<file path="src/rtl/core/scta_pkg.sv">
`timescale 1ns / 1ps
// Shared types, constants and the arctangent table of the sine/cosine angle converter.
package scta_pkg;

  localparam int SAMPLE_BITS  = 14;
  localparam int CORDIC_STEPS = 16;
  localparam int TABLE_LEN    = 24;

  localparam int FRAC_SHIFT = 16;                    // 65536 scale of the span mapping
  localparam int NUM_W      = SAMPLE_BITS + FRAC_SHIFT + 1;
  localparam int M_W        = SAMPLE_BITS + 1;       // divisor 2*(high-low)
  localparam int Q_BITS     = 16;
  localparam int V_W        = 16;                    // Q2.14
  localparam int V_MAX_I    = 2 ** (V_W - 1) - 1;
  localparam int V_MIN_I    = -(2 ** (V_W - 1));
  localparam int ONE_Q14    = 16384;

  localparam int RAD_W  = 2 * V_W;
  localparam int ROOT_W = RAD_W / 2;
  localparam int NSTEP  = (CORDIC_STEPS > ROOT_W) ? CORDIC_STEPS : ROOT_W;

  localparam int CW         = 36;
  localparam int ZW         = 33;
  localparam int ANG_FRAC   = 16;
  localparam int ANG_W      = 17;
  localparam int OFS_W      = 17;
  localparam int TOL_W      = 15;
  localparam int ANGLE_W    = 16;
  localparam int MAG_W      = 16;
  localparam int WRAP_W     = 18;
  localparam int FULL_TURN  = 36000;
  localparam int WRAP_BIAS  = 3 * FULL_TURN;
  localparam int ROUND_HALF = 2 ** (ANG_FRAC - 1);
  localparam logic signed [ZW-1:0] QUARTER_TURN = 33'sd589824000;

  localparam logic signed [ZW-1:0] ATAN_TABLE [TABLE_LEN] = '{
    33'sd294912000, 33'sd174096719, 33'sd91987925, 33'sd46694507, 33'sd23437865,
    33'sd11730358, 33'sd5866610, 33'sd2933484, 33'sd1466764, 33'sd733385,
    33'sd366693, 33'sd183346, 33'sd91673, 33'sd45837, 33'sd22918,
    33'sd11459, 33'sd5730, 33'sd2865, 33'sd1432, 33'sd716,
    33'sd358, 33'sd179, 33'sd90, 33'sd45
  };

  localparam int Q_DEPTH = 4;
  localparam int QIDX_W  = $clog2(Q_DEPTH);
  localparam int QCNT_W  = QIDX_W + 1;

  localparam int ADDR_W = 5;
  localparam int IDX_W  = ADDR_W - 2;
  localparam logic [IDX_W-1:0] REG_SINE_LOW   = 3'd0;
  localparam logic [IDX_W-1:0] REG_SINE_HIGH  = 3'd1;
  localparam logic [IDX_W-1:0] REG_COS_LOW    = 3'd2;
  localparam logic [IDX_W-1:0] REG_COS_HIGH   = 3'd3;
  localparam logic [IDX_W-1:0] REG_OFFSET     = 3'd4;
  localparam logic [IDX_W-1:0] REG_TOLERANCE  = 3'd5;

  localparam logic [SAMPLE_BITS-1:0] HIGH_RST = 14'd4095;
  localparam logic [TOL_W-1:0]       TOL_RST  = 15'd3277;

  typedef struct packed {
    logic [SAMPLE_BITS-1:0]  sine_low;
    logic [SAMPLE_BITS-1:0]  sine_high;
    logic [SAMPLE_BITS-1:0]  cosine_low;
    logic [SAMPLE_BITS-1:0]  cosine_high;
    logic signed [OFS_W-1:0] angle_offset;
    logic [TOL_W-1:0]        tolerance;
  } cfg_t;

  typedef struct packed {
    logic [NUM_W-1:0] num;
    logic [M_W-1:0]   div;
    logic             neg;
    logic             sat;
    logic             bad;
  } chan_t;

  typedef struct packed {
    chan_t sine;
    chan_t cosine;
  } item_t;

  typedef struct packed {
    logic signed [V_W-1:0] vs;
    logic signed [V_W-1:0] vc;
    logic                  bad;
  } mapped_t;

endpackage

</file>
<file path="src/rtl/core/scta_map.sv">
`timescale 1ns / 1ps
// Span mapping: pipelined restoring divider per channel onto Q2.14 with saturation.
module scta_map import scta_pkg::*; (
  input  logic    clk,
  input  logic    rst,
  input  logic    in_valid,
  input  item_t   in_item,
  output logic    out_valid,
  output mapped_t out_data
);

  typedef struct packed {
    logic [M_W-1:0]    rem;
    logic [Q_BITS-1:0] low;
    logic [Q_BITS-1:0] quo;
    logic [M_W-1:0]    div;
    logic              neg;
    logic              sat;
    logic              bad;
  } dstep_t;

  dstep_t s_st [Q_BITS+1];
  dstep_t c_st [Q_BITS+1];
  logic   vld  [Q_BITS+1];

  function automatic dstep_t load(input chan_t c);
    dstep_t n;
    n.rem = c.num[NUM_W-1:Q_BITS];
    n.low = c.num[Q_BITS-1:0];
    n.quo = '0;
    n.div = c.div;
    n.neg = c.neg;
    n.sat = c.sat;
    n.bad = c.bad;
    return n;
  endfunction

  function automatic dstep_t div_step(input dstep_t p);
    logic [M_W:0] trial;
    logic         ge;
    dstep_t       n;
    trial = {p.rem, p.low[Q_BITS-1]};
    ge    = trial >= {1'b0, p.div};
    n     = p;
    n.low = p.low << 1;
    n.rem = ge ? M_W'(trial - {1'b0, p.div}) : trial[M_W-1:0];
    n.quo = {p.quo[Q_BITS-2:0], ge};
    return n;
  endfunction

  function automatic logic signed [V_W-1:0] finish(input dstep_t p);
    logic signed [V_W+1:0] q;
    logic signed [V_W+1:0] v;
    logic signed [V_W-1:0] r;
    q = p.neg ? -$signed({2'b00, p.quo}) : $signed({2'b00, p.quo});
    v = q - (V_W + 2)'(ONE_Q14);
    if (p.bad) begin
      r = '0;
    end else if (p.sat) begin
      r = p.neg ? V_W'(V_MIN_I) : V_W'(V_MAX_I);
    end else if (v > (V_W + 2)'(V_MAX_I)) begin
      r = V_W'(V_MAX_I);
    end else if (v < (V_W + 2)'(V_MIN_I)) begin
      r = V_W'(V_MIN_I);
    end else begin
      r = v[V_W-1:0];
    end
    return r;
  endfunction

  always_ff @(posedge clk) begin
    if (rst) begin
      vld[0] <= 1'b0;
    end else begin
      vld[0] <= in_valid;
    end
    s_st[0] <= load(in_item.sine);
    c_st[0] <= load(in_item.cosine);
  end

  for (genvar k = 0; k < Q_BITS; k++) begin : g_div
    always_ff @(posedge clk) begin
      if (rst) begin
        vld[k+1] <= 1'b0;
      end else begin
        vld[k+1] <= vld[k];
      end
      s_st[k+1] <= div_step(s_st[k]);
      c_st[k+1] <= div_step(c_st[k]);
    end
  end

  always_ff @(posedge clk) begin
    if (rst) begin
      out_valid <= 1'b0;
    end else begin
      out_valid <= vld[Q_BITS];
    end
    out_data.vs  <= finish(s_st[Q_BITS]);
    out_data.vc  <= finish(c_st[Q_BITS]);
    out_data.bad <= s_st[Q_BITS].bad || c_st[Q_BITS].bad;
  end

endmodule

</file>
<file path="config.mk">
export PLATFORM = sky130hd
export DESIGN_NAME = scta_map
export DESIGN_NICKNAME = d
export VERILOG_FILES = /design/src/rtl/core/scta_pkg.sv /design/src/rtl/core/scta_map.sv
export SDC_FILE = /design/constraint.sdc
export NUM_CORES = 2
export LEC_CHECK = 0
export BUFFER_PORTS_ARGS = -buffer_cell sky130_fd_sc_hd__buf_2
export CORE_MARGIN = 5
export CORE_UTILIZATION = 50
export CTS_BUF_LIST = sky130_fd_sc_hd__clkbuf_16
export DETAILED_ROUTE_END_ITERATION = 8
export GPL_ROUTABILITY_DRIVEN = 0
export PLACE_DENSITY = 0.72
export SYNTH_ARGS = -nofsm -noshare
export SYNTH_HDL_FRONTEND = slang
export SYNTH_SLANG_ARGS = --single-unit
</file>
<file path="constraint.sdc">
create_clock -name clk -period 7.96 [get_ports clk]
set_clock_uncertainty 0.2 [all_clocks]
set_input_delay 1.99 -clock clk [delete_from_list [all_inputs] [get_ports clk]]
set_output_delay 1.99 -clock clk [all_outputs]
set_load 0.02 [all_outputs]
</file>
==> results.cfg <==
[critical_path]
crit_start = c_st[8][18]
crit_chain = inv_1 -> ha_1 -> or4b_2 -> nor2_1 -> nand2_1 -> nand2_1 -> xnor2_1 -> inv_1 -> ha_1 -> nand4_1 -> or4_1 -> o31a_1 -> o31ai_4 -> a21oi_1
cp-end-kind = flip-flop
r2r_cells = 14
crit_type = flip-flop to flip-flop
required_ns = 8.36
r2r_end = out_data[12]
slowest_delay_ns = 0.72
reg2reg_slack_ns = 3.83
arrival_ns = 4.53
critPathLaunchType = flip-flop
crit_path_top_delay_cell = or4b_2
crit_fanout = 15
r2r_start = c_st[8][18]
crit_path_end = out_data[12]

[clocking]
ctsHoldBuffers = 0
clock_latency_ns = 0.78
clockBufferDepth = 3
clk_pin_slew_ns = 0.06
cts.sinks = 1657
cts_htree_levels = 4
cts_resized = 0
tritoncts = yes
root_buffer = clkbuf_16
numCtsBuffers = 165
post-cts-setup-buffers = 0

[timing]
period_share_pct = 51.9
rsz0062_at_grt = no
drv_slew = 0
final_hold_viol_count = 0
whs_ns = 0.109
worst_pin_slew_ns = 1.14
final.min_clock_period_ns = 4.13
relSlewSlack_pct = 24.0
setup_tns_ns = 0
setup_slack_ns = 3.83
max_freq_mhz = 242
setup_violations = 0

[die]
ios = 135
start_util_pct = 50.2
coreArea_sq_um = 123000
dieArea_sq_um = 131000
die_h_um = 362
fp.dieW_um = 362
rows = 129

[hold_path]
hold_path_class = flip-flop to flip-flop
hp-start = s_st[1][349]

[routing]
route.detailed.drc = 0
num_vias = 41500
first_iter_violations = 2368
detail_route.wl_per_cell_um = 14.3
first_pass_iters = 5
vias_per_cell = 5.19
postRouteAntennaNets = 0
wl_um = 114000

[synth]
synth_area_leaders = dfxtp_1 (54%), ha_1 (9.8%), a21oi_1 (3.8%)
yosysTopAreaCellShare_pct = 53.5
synth_top_area_cell = dfxtp_1
syn_inst = 5985
synth_edf_count = 0
synthFlopType = dfxtp_1
yosysWarnings = 0
synth.distinct_cells = 70
syn_area_sq_um = 62000
synth_seq_cells = 1657
avgSynthCellArea_sq_um = 10.4
ys_async_sr_fraction_pct = 0
syn-num-nets = 6602
seq_area_frac_synth_pct = 53.5

[place]
place.port_buffers = 134
place_area_sq_um = 64600
dp.cells = 7702
place_ws_ns = 3.88
place_hpwl_um = 85500

[power]
leakage_uw = 0.0317
peakVddDrop_mv = 0.280
cellPowerDensity_nw_per_um2 = 439

[cells_and_area]
antenna_cells = 0
area_growth_syn_to_layout_pct = 13.5
fin_nets = 6849
final_cells = 8004
design_area_sq_um = 70400
drive_above_1_share_pct = 9.64

[grt]
grt_max_degree = 26
grt_pass1_vias = 41000
grt_usage_pct = 17.2
antenna_found_initial = 1
grt_pass1_wl_um = 191000
grt_overflow_total = 0

[job]
maxCapViolCount = 0

[status]
outcome = completed
registers in the layout, indices dropped and copies added (netlist names):
register,count
out_data,33
c_st,803
vld,17
out_valid,1
s_st,803
Yosys cell counts, types with 5 or more instances:
| master | number |
|---|---|
| dfxtp_1 | 1657 |
| inv_1 | 588 |
| nor2_1 | 558 |
| ha_1 | 486 |
| a21oi_1 | 468 |
| o21ai_0 | 261 |
| mux2_2 | 176 |
| xor2_1 | 149 |
| nand3_1 | 141 |
| xnor2_1 | 140 |
| nand2_1 | 125 |
| a21o_1 | 122 |
| nor2b_1 | 97 |
| nor3_1 | 87 |
| nand2b_1 | 84 |
| o211ai_1 | 69 |
| clkbuf_1 | 68 |
| a31oi_1 | 65 |
| o21a_1 | 61 |
| nand4_1 | 51 |
| o31a_1 | 50 |
| and3_1 | 47 |
| o41ai_1 | 40 |
| a211oi_1 | 39 |
| o31ai_1 | 35 |
| fa_1 | 30 |
| nand3b_1 | 22 |
| nor4_1 | 22 |
| or3_1 | 22 |
| mux2i_1 | 21 |
| o32a_1 | 20 |
| a311oi_1 | 19 |
| nor4bb_1 | 18 |
| and2_1 | 13 |
| or2_2 | 13 |
| o21bai_1 | 12 |
| a2111oi_0 | 11 |
| a221oi_1 | 11 |
| o2111ai_1 | 10 |
| nor3b_1 | 9 |
| o311ai_0 | 8 |
| buf_2 | 7 |
| a211o_1 | 5 |
| nor4b_1 | 5 |
worst max-delay path: cells and delay by family (launching register included):
family	cells	cell delay (ns)
adder cells (fa/ha/maj)	2	0.42
flip-flops	1	0.33
AND/OR/NAND/NOR	6	1.70
buffers and inverters	2	0.19
AO/OA/AOI/OAI	3	1.02
XOR/XNOR	1	0.10
worst min path at each step:
stage / slack (ns) / to / cells past startpoint
after floorplan: 0.11 / c_st[0][100] / 0
after global placement: 0.11 / c_st[0][113] / 0
after detailed placement: 0.11 / c_st[0][114] / 0
after CTS: 0.11 / s_st[0][435] / 0
after global routing: 0.11 / s_st[0][435] / 0
final: 0.11 / s_st[1][415] / 0
report_power, final:
part,internal [uW],total (uW),switching [uW],leakage [uW]
clock,4860,8010,3150,0.00285
combinational,5300,11500,6170,0.0149
sequential,10400,11400,1010,0.0140
total,20600,30900,10300,0.0317
per-layer routing:
layer | part of all wire (%) | vias up | global-route usage, % | wire [um]
met2 | 48 | 895 | 30.4 | 55400
met5 | 0 | - | 0 | 0
met3 | 4.2 | 314 | 3.05 | 4790
li1 | - | 21300 | - | -
met1 | 44 | 19100 | 20.5 | 49800
met4 | 3.8 | 0 | 7.32 | 4340
area by class of cell:
type,count,area (sq um)
multi-input cells,3660,26300
inverters,590,2210
clock inverters,134,1550
repair buffers,158,851
fillers,10300,53100
well taps,1637,2050
clock buffers,168,4200
flip-flops and latches,1657,33200
cells in the final DEF (no fill, tap or decap), types with 87 or more instances in the layout:
cell,instances
nor2b_1,97
nor2_1,558
xor2_1,149
xnor2_1,140
mux2_2,176
nor3_1,87
nand3_1,141
dfxtp_1,1657
clkbuf_16,168
a21o_1,122
o21ai_0,261
nand2_1,125
ha_1,486
a21oi_1,468
inv_1,605
buf_2,134
stage by stage:
stage	power, uW	utilization, %
after CTS	31100	57.0
final	30900	57.0
after detailed placement	22900	52.3
after global routing	33100	57.0
after floorplan	20400	-
after global placement	22500	52.3
cells by family after synthesis:
logic type,synth area share [%]
mux,3.54
buf+inv,4.08
compound gates,13.6
flops,53.5
simple gates,10.3
xor+xnor,4.08
fa+ha+maj,10.8
Power figures use the tool's default switching activity.
