--- src/rtl/core/scta_pkg.sv ---
`timescale 1ns / 1ps
// Shared types, constants and the arctangent table of the sine/cosine angle converter.
package scta_pkg;

  localparam int SAMPLE_BITS  = 14;
  localparam int CORDIC_STEPS = 16;
  localparam int TABLE_LEN    = 24;

  localparam int FRAC_SHIFT = 16;                    // 65536 scale of the span mapping
  localparam int NUM_W      = SAMPLE_BITS + FRAC_SHIFT + 1;
  localparam int M_W        = SAMPLE_BITS + 1;       // divisor 2*(high-low)
  localparam int Q_BITS     = 16;
  localparam int V_W        = 16;                    // Q2.14
  localparam int V_MAX_I    = 2 ** (V_W - 1) - 1;
  localparam int V_MIN_I    = -(2 ** (V_W - 1));
  localparam int ONE_Q14    = 16384;

  localparam int RAD_W  = 2 * V_W;
  localparam int ROOT_W = RAD_W / 2;
  localparam int NSTEP  = (CORDIC_STEPS > ROOT_W) ? CORDIC_STEPS : ROOT_W;

  localparam int CW         = 36;
  localparam int ZW         = 33;
  localparam int ANG_FRAC   = 16;
  localparam int ANG_W      = 17;
  localparam int OFS_W      = 17;
  localparam int TOL_W      = 15;
  localparam int ANGLE_W    = 16;
  localparam int MAG_W      = 16;
  localparam int WRAP_W     = 18;
  localparam int FULL_TURN  = 36000;
  localparam int WRAP_BIAS  = 3 * FULL_TURN;
  localparam int ROUND_HALF = 2 ** (ANG_FRAC - 1);
  localparam logic signed [ZW-1:0] QUARTER_TURN = 33'sd589824000;

  localparam logic signed [ZW-1:0] ATAN_TABLE [TABLE_LEN] = '{
    33'sd294912000, 33'sd174096719, 33'sd91987925, 33'sd46694507, 33'sd23437865,
    33'sd11730358, 33'sd5866610, 33'sd2933484, 33'sd1466764, 33'sd733385,
    33'sd366693, 33'sd183346, 33'sd91673, 33'sd45837, 33'sd22918,
    33'sd11459, 33'sd5730, 33'sd2865, 33'sd1432, 33'sd716,
    33'sd358, 33'sd179, 33'sd90, 33'sd45
  };

  localparam int Q_DEPTH = 4;
  localparam int QIDX_W  = $clog2(Q_DEPTH);
  localparam int QCNT_W  = QIDX_W + 1;

  localparam int ADDR_W = 5;
  localparam int IDX_W  = ADDR_W - 2;
  localparam logic [IDX_W-1:0] REG_SINE_LOW   = 3'd0;
  localparam logic [IDX_W-1:0] REG_SINE_HIGH  = 3'd1;
  localparam logic [IDX_W-1:0] REG_COS_LOW    = 3'd2;
  localparam logic [IDX_W-1:0] REG_COS_HIGH   = 3'd3;
  localparam logic [IDX_W-1:0] REG_OFFSET     = 3'd4;
  localparam logic [IDX_W-1:0] REG_TOLERANCE  = 3'd5;

  localparam logic [SAMPLE_BITS-1:0] HIGH_RST = 14'd4095;
  localparam logic [TOL_W-1:0]       TOL_RST  = 15'd3277;

  typedef struct packed {
    logic [SAMPLE_BITS-1:0]  sine_low;
    logic [SAMPLE_BITS-1:0]  sine_high;
    logic [SAMPLE_BITS-1:0]  cosine_low;
    logic [SAMPLE_BITS-1:0]  cosine_high;
    logic signed [OFS_W-1:0] angle_offset;
    logic [TOL_W-1:0]        tolerance;
  } cfg_t;

  typedef struct packed {
    logic [NUM_W-1:0] num;
    logic [M_W-1:0]   div;
    logic             neg;
    logic             sat;
    logic             bad;
  } chan_t;

  typedef struct packed {
    chan_t sine;
    chan_t cosine;
  } item_t;

  typedef struct packed {
    logic signed [V_W-1:0] vs;
    logic signed [V_W-1:0] vc;
    logic                  bad;
  } mapped_t;

endpackage

--- src/rtl/core/scta_front.sv ---
`timescale 1ns / 1ps
// Front end: takes a sample pair and sets up the span division for each channel.
module scta_front import scta_pkg::*; (
  input  logic                   clk,
  input  logic                   rst,
  input  logic                   start,
  input  logic [SAMPLE_BITS-1:0] sine_sample,
  input  logic [SAMPLE_BITS-1:0] cosine_sample,
  input  cfg_t                   cfg,
  input  logic [QCNT_W-1:0]      q_count,
  output logic                   busy,
  output logic                   push,
  output item_t                  push_item
);

  logic  fv;
  item_t item;

  // numerator of floor(((x-low)*65536 + d) / 2d), folded to a magnitude
  function automatic chan_t classify(input logic [SAMPLE_BITS-1:0] x,
                                     input logic [SAMPLE_BITS-1:0] lo,
                                     input logic [SAMPLE_BITS-1:0] hi);
    logic [SAMPLE_BITS-1:0] mag_a;
    logic [SAMPLE_BITS-1:0] d;
    chan_t                  c;
    c.neg = x < lo;
    mag_a = c.neg ? lo - x : x - lo;
    d     = hi - lo;
    c.bad = hi <= lo;
    c.div = {d, 1'b0};
    c.num = {1'b0, mag_a, {FRAC_SHIFT{1'b0}}} + NUM_W'(d) - NUM_W'(c.neg);
    c.sat = c.num >= {c.div, {Q_BITS{1'b0}}};
    return c;
  endfunction

  assign busy = ({1'b0, q_count} + {{QCNT_W{1'b0}}, fv}) >= (QCNT_W + 1)'(Q_DEPTH);
  assign push = fv;
  assign push_item = item;

  always_ff @(posedge clk) begin
    if (rst) begin
      fv <= 1'b0;
    end else begin
      fv <= start && !busy;
    end
    if (start && !busy) begin
      item.sine   <= classify(sine_sample, cfg.sine_low, cfg.sine_high);
      item.cosine <= classify(cosine_sample, cfg.cosine_low, cfg.cosine_high);
    end
  end

endmodule

--- config.mk ---
export PLATFORM = sky130hd
export DESIGN_NAME = scta_front
export DESIGN_NICKNAME = d
export VERILOG_FILES = /design/src/rtl/core/scta_pkg.sv /design/src/rtl/core/scta_front.sv
export SDC_FILE = /design/constraint.sdc
export NUM_CORES = 1
export LEC_CHECK = 0
export BUFFER_PORTS_ARGS = -buffer_cell sky130_fd_sc_hd__buf_2
export CELL_PAD_IN_SITES_DETAIL_PLACEMENT = 2
export CELL_PAD_IN_SITES_GLOBAL_PLACEMENT = 2
export CORE_MARGIN = 8
export CORE_UTILIZATION = 31
export DETAILED_ROUTE_END_ITERATION = 8
export GPL_TIMING_DRIVEN = 0
export HOLD_SLACK_MARGIN = 0.1
export PLACE_DENSITY = 0.77
export SLEW_MARGIN = 40
export SYNTH_ARGS = -nofsm -noshare
export SYNTH_HDL_FRONTEND = slang
export SYNTH_SLANG_ARGS = --single-unit
--- constraint.sdc ---
create_clock -name clk -period 10.8 [get_ports clk]
set_input_delay 2.16 -clock clk [delete_from_list [all_inputs] [get_ports clk]]
set_output_delay 2.16 -clock clk [all_outputs]
set_load 0.1 [all_outputs]
==> results of run 1 <==
## sequential cells by signal, indices dropped and copies added (netlist names)
signal     cells
push           1
push_item     96
## cell usage in the layout (no fill, tap or decap), types with 26 or more instances in the layout
cell type,instances
xnor2_1,42
a21oi_1,64
o21ai_0,39
inv_1,109
a21o_1,30
edfxtp_1,96
nand2_1,53
ha_1,109
nor2b_1,26
o21a_1,30
xor2_1,27
nor2_1,61
buf_2,195
nor3_1,28
## worst max-delay path: cells and delay by family
kind | cells | cell delay, ps
AO/OA/AOI/OAI | 5 | 1130
XOR/XNOR | 1 | 170
adder cells (fa/ha/maj) | 5 | 1470
buffers and inverters | 5 | 700
AND/OR/NAND/NOR | 15 | 3910
## how the worst min path moves through the flow
stage                     from       endpoint  slack (ps)  cells after the start
after floorplan            rst           push        2230                      1
after global placement     rst           push        2320                      2
after detailed placement  push  push_item[76]         920                      2
after CTS                 push  push_item[76]         930                      2
after global routing      push  push_item[76]         970                      2
final                     push  push_item[76]         920                      2
## cell usage after synthesis, types with 13 or more instances
library cell / instances / share of area
or3_1: 17 / 0.011
nor2b_1: 26 / 0.017
clkbuf_1: 20 / 0.0077
edfxtp_1: 96 / 0.30
nor2_1: 61 / 0.024
nand3_1: 25 / 0.013
nor3_1: 28 / 0.014
a21oi_1: 64 / 0.033
ha_1: 109 / 0.14
xor2_1: 27 / 0.024
o21a_1: 30 / 0.023
and3_1: 13 / 0.0084
o21ai_0: 39 / 0.020
inv_1: 109 / 0.042
xnor2_1: 43 / 0.039
nand4_1: 25 / 0.016
a21o_1: 30 / 0.023
nor4_1: 17 / 0.011
nand2_1: 53 / 0.020
## per-stage QoR
| stage | total power, mW | instance area, µm² | worst slack [ps] | utilization |
|---|---|---|---|---|
| after floorplan | 1.13 | 9730 | 3230 | - |
| after global placement | 1.33 | 11200 | 1410 | 0.357 |
| after detailed placement | 1.37 | 11200 | 1200 | 0.359 |
| after CTS | 1.69 | 11500 | 1560 | 0.368 |
| after global routing | 1.77 | 11500 | 1010 | 0.370 |
| final | 1.69 | 11500 | 1450 | 0.370 |
## report_power, final
| group | total (mW) | switching (mW) | internal [mW] |
|---|---|---|---|
| registers | 0.477 | 0.0115 | 0.465 |
| logic | 0.890 | 0.635 | 0.255 |
| clock network | 0.323 | 0.161 | 0.161 |
## cell families after synthesis
family          synth area share
simple gates               0.194
other cells             0.000386
buf+inv                   0.0634
compound gates             0.216
xor+xnor                  0.0647
fa+ha+maj                  0.153
flops                      0.299
mux                       0.0107
## layout make-up
| cell class | instances | area (µm²) | share of cell area |
|---|---|---|---|
| diodes | 1 | 2.50 | 0.000217 |
| flip-flops and latches | 97 | 2900 | 0.252 |
| multi-input cells | 827 | 6250 | 0.542 |
| inverters | 111 | 417 | 0.0361 |
| plain buffers | 37 | 200 | 0.0173 |
| repair buffers | 189 | 976 | 0.0846 |
| well taps | 402 | 503 | 0.0436 |
| clock buffers | 9 | 225 | 0.0195 |
| clock inverters | 7 | 61.3 | 0.00531 |
## metal layers
metal	GRT usage	part of all wire	routed length [µm]
met2	0.359	0.50	18600
met5	0	0	0
met3	0.0223	0.039	1480
met1	0.243	0.44	16300
met4	0.0680	0.027	1010
==> flow_summary.toml, run 1 <==
[run_status]
status = "finished, final reports clean"

[floorplanning]
ioPinCount = 222
core_mm2 = 0.0312
dieHeight_um = 193
die_x_um = 193
start_util = 0.311
fp-row-count = 65
fp.dieArea_mm2 = 0.0373

[clocking]
cts.sinks = 97
clk_pin_slew_ps = 80
cts_max_level = 3
numCtsBuffers = 9
post_cts_buffers = 0
hold_buffers = 0
root_buffer = "clkbuf_16"
clk_latency_ps = 360
max-clock-path-buffers = 2
cts-resized-gates = 0
tritoncts = "yes"

[grt]
grt_overflow = 0
track_usage = 0.199
grt_pass1_vias = 10213
antenna_found_initial = 1
grt_start_max_net_pins = 37
grt_pass1_wl_um = 57800

[cells_and_area]
finalNonFillerCells = 1680
drive_gt1_frac = 0.216
fill_cells = 3570
nets = 1509
area_growth_pct = 18.7

[power_and_ir_drop]
p_per_area_mw_per_mm2 = 146
leakagePower_nw = 5.04
irDropWorstVdd_mv = 0.0673

[synthesis]
synth_edf_count = 96
syn_area_per_cell_um2 = 9.08
syn_area_mm2 = 0.00972
ys_async_sr_fraction = 0
synthCells = 1071
yosysWarnings = 0
ys_seq_elements = 97
ys_seq_area_frac = 0.299
yosysUniqueCellTypes = 97
ys_dominant_reg_cell = "edfxtp_1"

[placement]
io_buffers = 187
dp_hpwl_um = 31500
place_inst = 1663
place.gp.congestion = 0.850

[critical_path]
critical_path.max_stage_delay_ps = 460
cp-end-kind = "flip-flop"
crit_path_end = "push_item[1]"
slowest_stage = "nor3_1"
r2r_cells = 4
required_ps = 11020
r2r-start = "push"
cp.arrival_ps = 9570
rrSetupSlack_ps = 8980
crit_path_frequent_cell = "ha_1"
timing.rr.end = "push_item[30]"
crit_fanout = 11
start_kind = "input pin"
crit_start = "cosine_sample[0]"
criticalPathCategory = "in -> reg"

[timing]
maxSlewHeadroom = 0.428
tns_ps = 0
final-setup-viol-count = 0
maxSlewViolCount = 0
hold_violations = 0
skew_ps = 8.93
post-route-period-util = 0.866
fmax_mhz = 107
period_needed_ps = 9350
holdWs_ps = 917
tightestPinTransition_ps = 854
rsz0062_at_grt = "false"

[hold_path]
hold_class = "reg -> reg"

[drt]
drtIter0Drc = 510
drc_errors = 0
wl_per_cell_um = 22.3
via_count = 9213
dr.pass1.iters = 4
detail-route-antenna-nets = 0
finalWirelength_um = 37400
via_per_inst = 5.48

[run]
drv_cap = 0
Power figures use the tool's default switching activity.
==> run 2: changes to the inputs <==
--- a/config.mk
+++ b/config.mk
@@ -9,11 +9,12 @@
 export CELL_PAD_IN_SITES_DETAIL_PLACEMENT = 2
 export CELL_PAD_IN_SITES_GLOBAL_PLACEMENT = 2
 export CORE_MARGIN = 8
-export CORE_UTILIZATION = 31
+export CORE_UTILIZATION = 36
 export DETAILED_ROUTE_END_ITERATION = 8
 export GPL_TIMING_DRIVEN = 0
 export HOLD_SLACK_MARGIN = 0.1
-export PLACE_DENSITY = 0.77
+export PLACE_DENSITY = 0.87
+export RECOVER_POWER = 50
 export SLEW_MARGIN = 40
 export SYNTH_ARGS = -nofsm -noshare
 export SYNTH_HDL_FRONTEND = slang
==> run 2 against run 1 <==
The flow now finishes with violations (capacitance limit, slew limit). Die area fell by 13%. First-iteration DRC count increased by 13%. Critical path depth shrank 1. Hold slack better by 1000 ps. Clock power about the same. Worst setup slack lost 82 ps. Non-clock buffer count unchanged. Core utilization up 5.5 points. Largest cell class unchanged. Highest routed layer unchanged.
==> flow_summary.toml, run 2 (synthesis gave the netlist of run 1 again) <==
[power_and_ir_drop]
leakagePower_nw = 4.80
irDropWorstVdd_mv = 0.0686
p_per_area_mw_per_mm2 = 151

[clocking]
max-clock-path-buffers = 2
root_buffer = "clkbuf_16"
clk_latency_ps = 370
numCtsBuffers = 9
clk_pin_slew_ps = 70
cts-resized-gates = 0
cts_max_level = 3
post_cts_buffers = 0
hold_buffers = 0
cts.sinks = 97
tritoncts = "yes"

[drt]
via_count = 9488
finalWirelength_um = 40200
drtIter0Drc = 576
drc_errors = 0
via_per_inst = 5.86
detail-route-antenna-nets = 0
dr.pass1.iters = 5
wl_per_cell_um = 24.8

[grt]
grt_overflow = 0
grt_pass1_wl_um = 61000
grt_pass1_vias = 10365
grt_start_max_net_pins = 40
track_usage = 0.237
antenna_found_initial = 0

[floorplanning]
fp.dieArea_mm2 = 0.0325
die_x_um = 180
fp-row-count = 60
core_mm2 = 0.0267
ioPinCount = 222
dieHeight_um = 180
start_util = 0.364

[timing]
fmax_mhz = 106
period_needed_ps = 9430
hold_violations = 0
maxSlewHeadroom = -0.639
post-route-period-util = 0.873
rsz0062_at_grt = "false"
tns_ps = 0
final-setup-viol-count = 0
skew_ps = 17.0
tightestPinTransition_ps = 2460
maxSlewViolCount = 72

[critical_path]
criticalPathCategory = "in -> reg"
crit_path_frequent_cell = "ha_1"
cp-end-kind = "flip-flop"
crit_fanout = 11
slowest_stage = "nand4_1"
critical_path.max_stage_delay_ps = 450
required_ps = 11000
start_kind = "input pin"
cp.arrival_ps = 9640

[placement]
place_inst = 1602
io_buffers = 187
dp_hpwl_um = 33200
placed_area_mm2 = 0.0112
place.gp.congestion = 0.884

[cells_and_area]
finalNonFillerCells = 1618
most-common-layout-cells = "buf_2 (112), inv_1 (109), ha_1 (109)"
final_common_cell = "buf_2"
fin_area_mm2 = 0.0113
diodes = 0
nets = 1509
largest_reg_flops = 96
drive_gt1_frac = 0.149
area_growth_pct = 16.7

[run_status]
status = "finished with violations"
violations = "capacitance limit, slew limit"

[run]
drv_cap = 2

[hold_path]
hold_class = "reg -> reg"
run 2: changes by cell type in the layout (fill, tap and decap cells not counted), sizes merged:
cell and change:
inv -1, clkbuf +85, buf -84, diode -1
run 2: worst paths after layout:
check	slack, ps	from	cells past startpoint	end
worst min register to register	1960	push	2	push_item[54]
worst max-delay path	1370	cfg[46]	30	push_item[1]
worst max register to register	6330	push	4	push_item[19]
worst min-delay path	1960	push	2	push_item[54]
run 2: through the flow:
| step | total power, mW | worst slack [ps] | hold WS (ps) | util |
|---|---|---|---|---|
| after floorplan | 1.13 | 3230 | 2230 | - |
| after global placement | 1.33 | 1480 | 2320 | 0.415 |
| after detailed placement | 1.38 | 1050 | 976 | 0.417 |
| after CTS | 1.72 | 1220 | 994 | 0.428 |
| after global routing | 1.78 | 988 | 1970 | 0.425 |
| final | 1.72 | 1370 | 1960 | 0.425 |
run 2: worst max-delay path: cells and delay by family:
| family | cells | cell delay [ps] |
|---|---|---|
| xor+xnor | 1 | 150 |
| buf+inv | 4 | 670 |
| fa+ha+maj | 5 | 1460 |
| compound gates | 5 | 1230 |
| simple gates | 15 | 3920 |
run 2: final cells by class:
type / count / area, µm²
Buffer: 37 / 200
Clock inverter: 6 / 63.8
Inverter: 111 / 417
Fill cell: 3023 / 15400
Tap cell: 341 / 427
Multi-Input combinational cell: 827 / 6250
Clock buffer: 10 / 229
Sequential cell: 97 / 2900
Timing Repair Buffer: 189 / 856
run 2: where the power goes:
| group | switching [mW] | internal (mW) |
|---|---|---|
| sequential | 0.0117 | 0.466 |
| clock | 0.162 | 0.163 |
| combinational | 0.664 | 0.250 |
| total | 0.837 | 0.879 |
run 2: metal layers:
layer / GRT usage / vias to the layer above / wire, µm
met1: 0.272 / 4824 / 16900
met5: 0 / - / 0
li1: - / 4353 / -
met2: 0.433 / 245 / 20500
met3: 0.0438 / 66 / 1640
met4: 0.0856 / 0 / 1220
