==> config.mk <==
export PLATFORM = sky130hd
export DESIGN_NAME = scta_queue
export DESIGN_NICKNAME = d
export VERILOG_FILES = /design/src/rtl/core/scta_pkg.sv /design/src/rtl/core/scta_queue.sv
export SDC_FILE = /design/constraint.sdc
export NUM_CORES = 1
export LEC_CHECK = 0
export BUFFER_PORTS_ARGS = -buffer_cell sky130_fd_sc_hd__buf_2
export CAP_MARGIN = 20
export CORE_MARGIN = 1
export CORE_UTILIZATION = 57
export DETAILED_ROUTE_END_ITERATION = 12
export GPL_TIMING_DRIVEN = 0
export PLACE_DENSITY = 0.79
export SYNTH_ARGS = -nofsm -noshare
export SYNTH_HDL_FRONTEND = slang
export SYNTH_SLANG_ARGS = --single-unit
==> constraint.sdc <==
create_clock -name clk -period 10.1 [get_ports clk]
set_input_delay 1.01 -clock clk [delete_from_list [all_inputs] [get_ports clk]]
set_output_delay 1.01 -clock clk [all_outputs]
set_load 0.02 [all_outputs]
==> src/rtl/core/scta_pkg.sv <==
`timescale 1ns / 1ps
// Shared types, constants and the arctangent table of the sine/cosine angle converter.
package scta_pkg;

  localparam int SAMPLE_BITS  = 14;
  localparam int CORDIC_STEPS = 16;
  localparam int TABLE_LEN    = 24;

  localparam int FRAC_SHIFT = 16;                    // 65536 scale of the span mapping
  localparam int NUM_W      = SAMPLE_BITS + FRAC_SHIFT + 1;
  localparam int M_W        = SAMPLE_BITS + 1;       // divisor 2*(high-low)
  localparam int Q_BITS     = 16;
  localparam int V_W        = 16;                    // Q2.14
  localparam int V_MAX_I    = 2 ** (V_W - 1) - 1;
  localparam int V_MIN_I    = -(2 ** (V_W - 1));
  localparam int ONE_Q14    = 16384;

  localparam int RAD_W  = 2 * V_W;
  localparam int ROOT_W = RAD_W / 2;
  localparam int NSTEP  = (CORDIC_STEPS > ROOT_W) ? CORDIC_STEPS : ROOT_W;

  localparam int CW         = 36;
  localparam int ZW         = 33;
  localparam int ANG_FRAC   = 16;
  localparam int ANG_W      = 17;
  localparam int OFS_W      = 17;
  localparam int TOL_W      = 15;
  localparam int ANGLE_W    = 16;
  localparam int MAG_W      = 16;
  localparam int WRAP_W     = 18;
  localparam int FULL_TURN  = 36000;
  localparam int WRAP_BIAS  = 3 * FULL_TURN;
  localparam int ROUND_HALF = 2 ** (ANG_FRAC - 1);
  localparam logic signed [ZW-1:0] QUARTER_TURN = 33'sd589824000;

  localparam logic signed [ZW-1:0] ATAN_TABLE [TABLE_LEN] = '{
    33'sd294912000, 33'sd174096719, 33'sd91987925, 33'sd46694507, 33'sd23437865,
    33'sd11730358, 33'sd5866610, 33'sd2933484, 33'sd1466764, 33'sd733385,
    33'sd366693, 33'sd183346, 33'sd91673, 33'sd45837, 33'sd22918,
    33'sd11459, 33'sd5730, 33'sd2865, 33'sd1432, 33'sd716,
    33'sd358, 33'sd179, 33'sd90, 33'sd45
  };

  localparam int Q_DEPTH = 4;
  localparam int QIDX_W  = $clog2(Q_DEPTH);
  localparam int QCNT_W  = QIDX_W + 1;

  localparam int ADDR_W = 5;
  localparam int IDX_W  = ADDR_W - 2;
  localparam logic [IDX_W-1:0] REG_SINE_LOW   = 3'd0;
  localparam logic [IDX_W-1:0] REG_SINE_HIGH  = 3'd1;
  localparam logic [IDX_W-1:0] REG_COS_LOW    = 3'd2;
  localparam logic [IDX_W-1:0] REG_COS_HIGH   = 3'd3;
  localparam logic [IDX_W-1:0] REG_OFFSET     = 3'd4;
  localparam logic [IDX_W-1:0] REG_TOLERANCE  = 3'd5;

  localparam logic [SAMPLE_BITS-1:0] HIGH_RST = 14'd4095;
  localparam logic [TOL_W-1:0]       TOL_RST  = 15'd3277;

  typedef struct packed {
    logic [SAMPLE_BITS-1:0]  sine_low;
    logic [SAMPLE_BITS-1:0]  sine_high;
    logic [SAMPLE_BITS-1:0]  cosine_low;
    logic [SAMPLE_BITS-1:0]  cosine_high;
    logic signed [OFS_W-1:0] angle_offset;
    logic [TOL_W-1:0]        tolerance;
  } cfg_t;

  typedef struct packed {
    logic [NUM_W-1:0] num;
    logic [M_W-1:0]   div;
    logic             neg;
    logic             sat;
    logic             bad;
  } chan_t;

  typedef struct packed {
    chan_t sine;
    chan_t cosine;
  } item_t;

  typedef struct packed {
    logic signed [V_W-1:0] vs;
    logic signed [V_W-1:0] vc;
    logic                  bad;
  } mapped_t;

endpackage

==> src/rtl/core/scta_queue.sv <==
`timescale 1ns / 1ps
// Short beat queue between the front end and the arithmetic back end.
module scta_queue import scta_pkg::*; (
  input  logic              clk,
  input  logic              rst,
  input  logic              push,
  input  item_t             push_item,
  input  logic              pop,
  output logic              q_valid,
  output item_t             head,
  output logic [QCNT_W-1:0] count
);

  item_t             slots [Q_DEPTH];
  logic [QIDX_W-1:0] wr_ptr;
  logic [QIDX_W-1:0] rd_ptr;

  assign q_valid = count != '0;
  assign head    = slots[rd_ptr];

  always_ff @(posedge clk) begin
    if (rst) begin
      wr_ptr <= '0;
      rd_ptr <= '0;
      count  <= '0;
    end else begin
      if (push) wr_ptr <= wr_ptr + 1'b1;
      if (pop)  rd_ptr <= rd_ptr + 1'b1;
      count <= count + QCNT_W'(push) - QCNT_W'(pop);
    end
    if (push) slots[wr_ptr] <= push_item;
  end

endmodule

==> flow_summary.ini, run 1 <==
[clock_tree]
cts_buffers = 39
cts_root_buf = clkbuf_16
h-tree-depth = 2
clock-sinks = 401
cts_tree = built
clockBufferDepth = 3
clk_pin_slew_ns = 0.06
insertion_delay_ns = 0.50
cts_resized = 0
cts_hold_buffers = 0
cts_setup_buffers = 0

[finish]
nets = 910
multi_input_area_sq_um = 2450
final_util = 0.688
syn_to_final_growth_pct = 18.8
final_cell_mix = 392 x edfxtp_1, 214 x buf_2, 98 x mux4_2
final_common_cell = edfxtp_1
fillers = 1554
seq_area_sq_um = 12000
layout-drive-gt1-share = 0.454

[run]
cap_violations = 0

[floorplanning]
io_pins = 204
dieWidth_um = 162
die_y_um = 162
core_area_sq_um = 25100
fp-row-count = 58
initial_utilization = 0.579
die-area_sq_um = 26200

[synthesis]
syn_inst = 553
ys.warnings.count = 0
syn-cell-area_sq_um = 14600
synth_seq_cells = 401
synth_area_per_cell_sq_um = 26.3
yosysUniqueCellTypes = 20
syn_nets = 662
yosysSeqAreaShare = 0.821

[timing]
finalHoldViolCount = 0
worst_hold_slack_ns = 0.560
post-route-period-util = 0.326
finalSetupTns_ns = 0
max_slew_margin = 0.388
finalCriticalPeriod_ns = 3.29
rsz0062_at_grt = false
max_freq_mhz = 304
maxSlewViolCount = 0
finClkSkew_ns = 0.00830
report.final.setup_viol = 0
worst_pin_slew_ns = 0.919

[global_routing]
grt_pass1_vias = 6958
grt_pass1_wl_um = 40400
grt_usage = 0.210
antenna_found_initial = 4
grt_max_degree = 61
grt_overflow = 0

[setup_path]
rr_startpoint = wr_ptr[0]
path_cells = buf_2 -> buf_2 -> buf_2 -> mux4_2 -> buf_2
cpPeakStageDelay_ns = 0.37
worst_path_max_delay_cell = mux4_2
r2r-end = slots[3][72]
r2r_slack_ns = 8.10
r2r_cells = 3
crit_arrival_ns = 2.28
cp.required_ns = 9.09
crit_path_end_kind = output port
startpoint_type = flop
cpMostUsedCell = buf_2
cp_max_fo = 10
critPathKind = reg2out

[route]
vias = 6620
vias_per_cell = 5.70
drtAntennaViolNets = 0
wirelength_um = 26800
wl_per_cell_um = 23.1
route.detailed.drc = 0
drt_iter0_drc = 483
drtPass1Iterations = 4

[place]
gp_congestion = 0.730
portBuffers = 203
dp_hpwl_um = 16300

[power_and_ir_drop]
ir_drop_v = 0.000154
power.density_nw_per_um2 = 213
swShare = 0.223
leakagePower_nw = 5.85
seq_power_share = 0.525
power.internal_mw = 2.86
switchingPower_mw = 0.822
combPwrFrac = 0.110
p_clk_frac = 0.364

[status]
status = finished clean

[hold_path]
hold_depth = 2
hp-start = rd_ptr[0]
hp-class = reg2reg
through the flow:
| step | total power [mW] | worst slack, ns | area [sq um] | std cells |
|---|---|---|---|---|
| floorplan | 2.23 | 6.36 | 14600 | 553 |
| global placement | 2.36 | 4.62 | 16000 | 1086 |
| detailed placement | 2.38 | 7.32 | 16100 | 1090 |
| CTS | 3.72 | 6.76 | 17300 | 1158 |
| global route | 3.80 | 6.69 | 17300 | 1158 |
| finish | 3.68 | 6.81 | 17300 | 1161 |
synthesized netlist by cell type (all sizes together):
cell | n | area share
and2 | 4 | 0.0017
mux4 | 98 | 0.15
fa | 1 | 0.0014
a21bo | 1 | 0.00069
inv | 6 | 0.0015
buf | 15 | 0.0077
or3 | 1 | 0.00043
a21oi | 1 | 0.00034
clkbuf | 7 | 0.0018
ha | 6 | 0.0052
edfxtp | 392 | 0.81
nand3b | 1 | 0.00052
xnor2 | 2 | 0.0012
nor2 | 5 | 0.0013
mux2i | 1 | 0.00069
dfxtp | 9 | 0.012
nor2b | 2 | 0.00086
xor3 | 1 | 0.0016
cells by family (layout without fill, tap and decap cells):
group	after synthesis	count (layout)	synth area share
xor gates and xnor gates	3	3	0.00284
adders and majority gates	7	7	0.00654
buffers and inverters	28	303	0.0110
and+or+nand+nor	13	13	0.00482
AOI/OAI and AO/OA	2	2	0.00103
DFF	401	401	0.821
other	0	3	0
muxes	99	99	0.152
flip-flops by register name (all words and copies together), names as in the netlist, named ones only:
| name | cells |
|---|---|
| rd_ptr | 2 |
| slots | 392 |
| count | 3 |
| wr_ptr | 2 |
critical path, delay by kind of cell, from the launching register on:
kind	cells	cell delay [ns]
flip-flops	1	0.30
multiplexers	1	0.37
buffers and inverters	4	1.09
power groups by stage:
stage                     Sequential, mW  Combinational, mW  Clock, mW
after floorplan                     1.97              0.256          0
after CTS                           1.94              0.413       1.37
after global placement              1.97              0.390          0
after detailed placement            1.97              0.409          0
final                               1.93              0.406       1.34
after global routing                1.94              0.433       1.43
routing by layer:
metal	wire [um]	track usage	vias to the layer above
met5	41	0	-
met1	10600	0.278	3451
met3	1980	0.0605	44
li1	-	-	2879
met2	13800	0.351	240
met4	382	0.0450	6
final cells by class:
class / count / share of cell area
inverter: 6 / 0.00130
buffer: 22 / 0.00796
clock inverter: 13 / 0.00695
sequential: 401 / 0.692
clock buffer: 55 / 0.0611
antenna: 3 / 0.000434
tap: 330 / 0.0239
multi-input combinational: 124 / 0.142
timing repair buffer: 207 / 0.0652
worst max path at each step:
stage | depth (start not counted) | startpoint | to | slack, ns
3_3_place_gp | 2 | push | slots[1][77] | 4.62
6_report | 5 | flop | head[89] | 6.81
5_1_grt | 4 | flop | head[68] | 6.69
4_1_cts | 4 | flop | head[71] | 6.76
3_5_place_dp | 4 | flop | head[71] | 7.32
2_1_floorplan | 1 | push | slots[0][0] | 6.36
(Power assumes the default switching activity.)
==> run 2: changes to the inputs <==
--- a/config.mk
+++ b/config.mk
@@ -8,10 +8,10 @@
 export BUFFER_PORTS_ARGS = -buffer_cell sky130_fd_sc_hd__buf_2
 export CAP_MARGIN = 20
 export CORE_MARGIN = 1
-export CORE_UTILIZATION = 57
+export CORE_UTILIZATION = 51
 export DETAILED_ROUTE_END_ITERATION = 12
 export GPL_TIMING_DRIVEN = 0
-export PLACE_DENSITY = 0.79
+export PLACE_DENSITY = 0.75
 export SYNTH_ARGS = -nofsm -noshare
 export SYNTH_HDL_FRONTEND = slang
 export SYNTH_SLANG_ARGS = --single-unit
==> constraint.sdc (replaced) <==
create_clock -name clk -period 2.9 [get_ports clk]
set_input_delay 0.29 -clock clk [delete_from_list [all_inputs] [get_ports clk]]
set_output_delay 0.29 -clock clk [all_outputs]
set_load 0.02 [all_outputs]
==> run 2 against run 1 <==
Compared with the run above:
- cell area up 7.0%
- highest routed layer is now met4
- cell count up 13%
- largest cell class unchanged
- critical endpoint is now head[67]
- worst hold slack worse by 0.48 ns
- clock power rose to 3.9 times the previous value
- sequential power rose to 3.5 times the previous value
- register-to-register slack worse by 7.2 ns
- critical path depth down 1
- non-clock buffer count up 98
- total power rose to 3.7 times the previous value
==> flow_summary.ini, run 2 (synthesis gave the netlist of run 1 again) <==
[status]
status = finished clean

[clock_tree]
insertion_delay_ns = 0.52
clk_pin_slew_ns = 0.06
cts_root_buf = clkbuf_16
cts_buffers = 41
cts_setup_buffers = 0
h-tree-depth = 2
cts_hold_buffers = 98
cts_resized = 0
clock-sinks = 401
cts_tree = built
clockBufferDepth = 3

[timing]
finalHoldViolCount = 0
worst_pin_slew_ns = 0.860
finClkSkew_ns = 0.0132
maxSlewViolCount = 0
report.final.setup_viol = 0
finalWorstSetupSlack_ns = 0.271
max_slew_margin = 0.427
rsz0062_at_grt = false
finalSetupTns_ns = 0
post-route-period-util = 0.907
finalCriticalPeriod_ns = 2.63
max_freq_mhz = 380

[finish]
nets = 1010
final_cell_mix = 392 x edfxtp_1, 214 x buf_2, 98 x mux4_2, 98 x dlygate4sd3_1, 41 x clkbuf_16
top_regs = slots (392), count (3)
layout-drive-gt1-share = 0.411
seq_area_sq_um = 12000
instances_no_fill = 1309
largest_register_ffs = 392
num_antenna_cells = 0
final_common_cell = edfxtp_1
fillers = 1835
design_area_sq_um = 18500
max_flop_register = slots
multi_input_area_sq_um = 2450
final_util = 0.662
syn_to_final_growth_pct = 27.1

[global_routing]
grt_usage = 0.195
busiest_layer = met2
grt_pass1_wl_um = 42000
grt_overflow = 0
grt_max_degree = 55
grt.met3_usage = 0.0488
use_met2 = 0.333
grt_pass1_vias = 7467
antenna_found_initial = 0
grt_use_met1 = 0.253

[setup_path]
worst_path_max_delay_cell = clkbuf_1
crit_arrival_ns = 2.34
startpoint_type = flop
cpMostUsedCell = buf_2
cpPeakStageDelay_ns = 0.63
path_cells = buf_2 -> clkbuf_1 -> mux4_2 -> buf_2
cp_max_fo = 10
crit_path_end_kind = output port
critPathKind = reg2out
cp.required_ns = 2.61

[floorplanning]
initial_utilization = 0.521
fp-row-count = 61
die-area_sq_um = 29200
dieWidth_um = 171
die_y_um = 171
io_pins = 204
core_area_sq_um = 27900

[power_and_ir_drop]
leakagePower_nw = 6.36
power.density_nw_per_um2 = 730
ir_drop_v = 0.000590

[route]
wl_per_cell_um = 21.3
drt_iter0_drc = 440
drtAntennaViolNets = 0
route.detailed.drc = 0
drtPass1Iterations = 4
vias = 6993
vias_per_cell = 5.34
wirelength_um = 27900

[place]
post-place-cells = 1138
post_dp_cell_area_sq_um = 16200
dp_hpwl_um = 16100
gp_congestion = 0.668
portBuffers = 203
post-place-ws_ns = 0.730

[hold_path]
hp-class = in2reg

[run]
cap_violations = 0
[run 2: changes by cell type in the layout (fill, tap and decap cells not counted)]
cell | before | now
dlygate4sd3_1 | 0 | 98
clkinv_1 | 3 | 4
clkbuf_16 | 39 | 41
clkbuf_8 | 2 | 3
bufinv_16 | 2 | 6
clkbuf_1 | 21 | 18
clkinv_2 | 5 | 6
inv_6 | 1 | 2
clkinvlp_4 | 2 | 0
diode_2 | 3 | 0
[run 2: final cells by class]
cell class	count	area share
sequential	401	0.646
multi-input combinational	124	0.132
timing repair buffer	305	0.114
clock buffer	55	0.0599
tap	378	0.0256
clock inverter	18	0.0131
buffer	22	0.00744
inverter	6	0.00122
[run 2: critical path, delay by kind of cell, from the launching register on]
kind | cells | cell delay [ns]
mux | 1 | 0.43
buf+inv | 3 | 1.09
flops | 1 | 0.30
[run 2: worst paths after layout]
path	start	to	slack, ns	depth (start not counted)
setup / recovery	flop	head[67]	0.27	4
hold / removal	rst	rd_ptr[0]	0.08	2
hold reg to reg	rd_ptr[1]	rd_ptr[1]	0.56	2
setup reg to reg	wr_ptr[0]	slots[0][31]	0.91	4
[run 2: metrics by stage]
step                total power [mW]  hold WS [ns]
finish                          13.5        0.0781
global route                    14.0        0.0710
CTS                             13.6        0.0452
detailed placement              8.29         0.505
global placement                8.24         0.504
floorplan                       7.74         0.362
[run 2: routing by layer]
layer	share of wire	up-vias
met4	0.015	0
li1	-	3079
met5	0	-
met3	0.071	42
met1	0.40	3620
met2	0.51	252
[run 2: power by group]
group / switching, mW / leakage (nW) / internal, mW
combinational: 0.862 / 2.02 / 0.668
sequential: 0.0698 / 3.67 / 6.66
clock: 2.03 / 0.663 / 3.22
==> run 3: changes to the inputs <==
--- a/config.mk
+++ b/config.mk
@@ -12,6 +12,7 @@
 export DETAILED_ROUTE_END_ITERATION = 12
 export GPL_TIMING_DRIVEN = 0
 export PLACE_DENSITY = 0.75
+export SETUP_SLACK_MARGIN = 0.4
 export SYNTH_ARGS = -nofsm -noshare
 export SYNTH_HDL_FRONTEND = slang
 export SYNTH_SLANG_ARGS = --single-unit
==> run 3 against run 2 <==
Compared with the run above:
- setup slack improved by 0.26 ns
- global-route usage did not move
- cell area rose by 0.20%
- cell count did not move
- sequential cell count did not move
- critical path depth rose by 1
- largest cell class unchanged
==> flow_summary.ini, run 3 (synthesis gave the netlist of run 1 again) <==
[status]
status = finished clean

[setup_path]
crit_arrival_ns = 2.08
startpoint_type = flop
rr_startpoint = wr_ptr[0]
cp.required_ns = 2.61
cpMostUsedCell = buf_8
worst_path_max_delay_cell = mux4_2
crit_path_end_kind = output port
path_buf_inv = 4
path_cells = buf_6 -> buf_8 -> buf_8 -> mux4_2 -> buf_2
cp_top_family = buffers and inverters
r2r-end = slots[0][31]
cp_max_fo = 10
r2r_cells = 4
critPathKind = reg2out
cpPeakStageDelay_ns = 0.52
r2r_slack_ns = 0.92

[finish]
fillers = 1828
syn_to_final_growth_pct = 27.3
final_common_cell = edfxtp_1
final_cell_mix = 392 x edfxtp_1, 203 x buf_2, 98 x mux4_2, 98 x dlygate4sd3_1, 41 x clkbuf_16
largest_register_ffs = 392
instances_no_fill = 1309
layout-drive-gt1-share = 0.419
max_flop_register = slots
nets = 1010
top_regs = slots (392), count (3)
num_antenna_cells = 0

[power_and_ir_drop]
p_total_mw = 13.5
ir_drop_v = 0.000591
leakagePower_nw = 6.38
power.density_nw_per_um2 = 730

[clock_tree]
cts_setup_buffers = 0
cts_buffers = 41
clock-sinks = 401
h-tree-depth = 2
cts_root_buf = clkbuf_16
clk_pin_slew_ns = 0.06
clockBufferDepth = 3
cts_tree = built
insertion_delay_ns = 0.52

[global_routing]
grt_overflow = 0
antenna_found_initial = 0
grt_usage = 0.195
grt_pass1_vias = 7467
grt_max_degree = 55
grt_pass1_wl_um = 42000

[route]
wirelength_um = 27900
wl_per_cell_um = 21.3
drt_iter0_drc = 398
drtAntennaViolNets = 0
drtPass1Iterations = 4
vias = 6975
vias_per_cell = 5.33
route.detailed.drc = 0

[timing]
finalCriticalPeriod_ns = 2.37
post-route-period-util = 0.816
finalHoldViolCount = 0
rsz0062_at_grt = false
worst_pin_slew_ns = 0.863
finClkSkew_ns = 0.0135
max_freq_mhz = 422
maxSlewViolCount = 0
report.final.setup_viol = 0
max_slew_margin = 0.425

[floorplanning]
initial_utilization = 0.521
io_pins = 204
dieWidth_um = 171
die-area_sq_um = 29200
core_area_sq_um = 27900
fp-row-count = 61
die_y_um = 171

[hold_path]
min_to = rd_ptr[0]
hp-start = rst
hold_depth = 2
hp-class = in2reg

[run]
cap_violations = 0

[place]
portBuffers = 203
post-place-cells = 1138
dp_hpwl_um = 16100
gp_congestion = 0.668
==> run 3: cell count changes in the layout (fill, tap and decap cells not counted), sizes merged <==
cell / delta
buf: -8
clkbuf: +8
==> run 3: layout make-up <==
class | count | area [sq um] | area share
multi-input cells | 124 | 2450 | 0.132
plain buffers | 22 | 174 | 0.00939
clock inverters | 18 | 243 | 0.0131
flip-flops and latches | 401 | 12000 | 0.645
clock buffers | 55 | 1110 | 0.0598
repair buffers | 305 | 2110 | 0.114
inverters | 6 | 22.5 | 0.00122
well taps | 378 | 473 | 0.0255
==> run 3: worst max-delay path by stage <==
stage	to	slack, ns	cells past startpoint
after floorplan	slots[2][0]	0.71	3
after global placement	slots[1][78]	-0.23	2
after detailed placement	head[68]	0.73	4
after CTS	head[83]	0.36	5
after global routing	head[83]	0.41	5
final	head[84]	0.53	5
==> run 3: metrics by stage <==
step / cell area, sq um / worst slack [ns] / TNS (ns) / utilization / hold slack [ns]
5_1_grt: 18500 / 0.414 / 0 / 0.663 / 0.0710
3_5_place_dp: 16200 / 0.730 / 0 / 0.578 / 0.505
3_3_place_gp: 16000 / -0.234 / -83.64 / 0.574 / 0.504
6_report: 18500 / 0.533 / 0 / 0.663 / 0.0780
2_1_floorplan: 14600 / 0.707 / 0 / - / 0.362
4_1_cts: 18500 / 0.364 / 0 / 0.663 / 0.0452
==> run 3: metal layers <==
| layer | GRT usage | vias up | part of all wire |
|---|---|---|---|
| met4 | 0.0477 | 0 | 0.016 |
| met5 | 0 | - | 0 |
| li1 | - | 3079 | - |
| met3 | 0.0488 | 45 | 0.068 |
| met1 | 0.253 | 3617 | 0.41 |
| met2 | 0.333 | 234 | 0.51 |
==> run 3: report_power, final <==
group | internal, mW | switching, mW
Sequential | 6.66 | 0.0696
Clock | 3.22 | 2.03
Combinational | 0.676 | 0.861
==> run 3: timing repair <==
item / CTS / global route
setup endpoints to repair: 90 / 43
hold endpoints to repair: 391 / 0
hold buffers: 98 / 0
gates resized for setup: 10 / 8
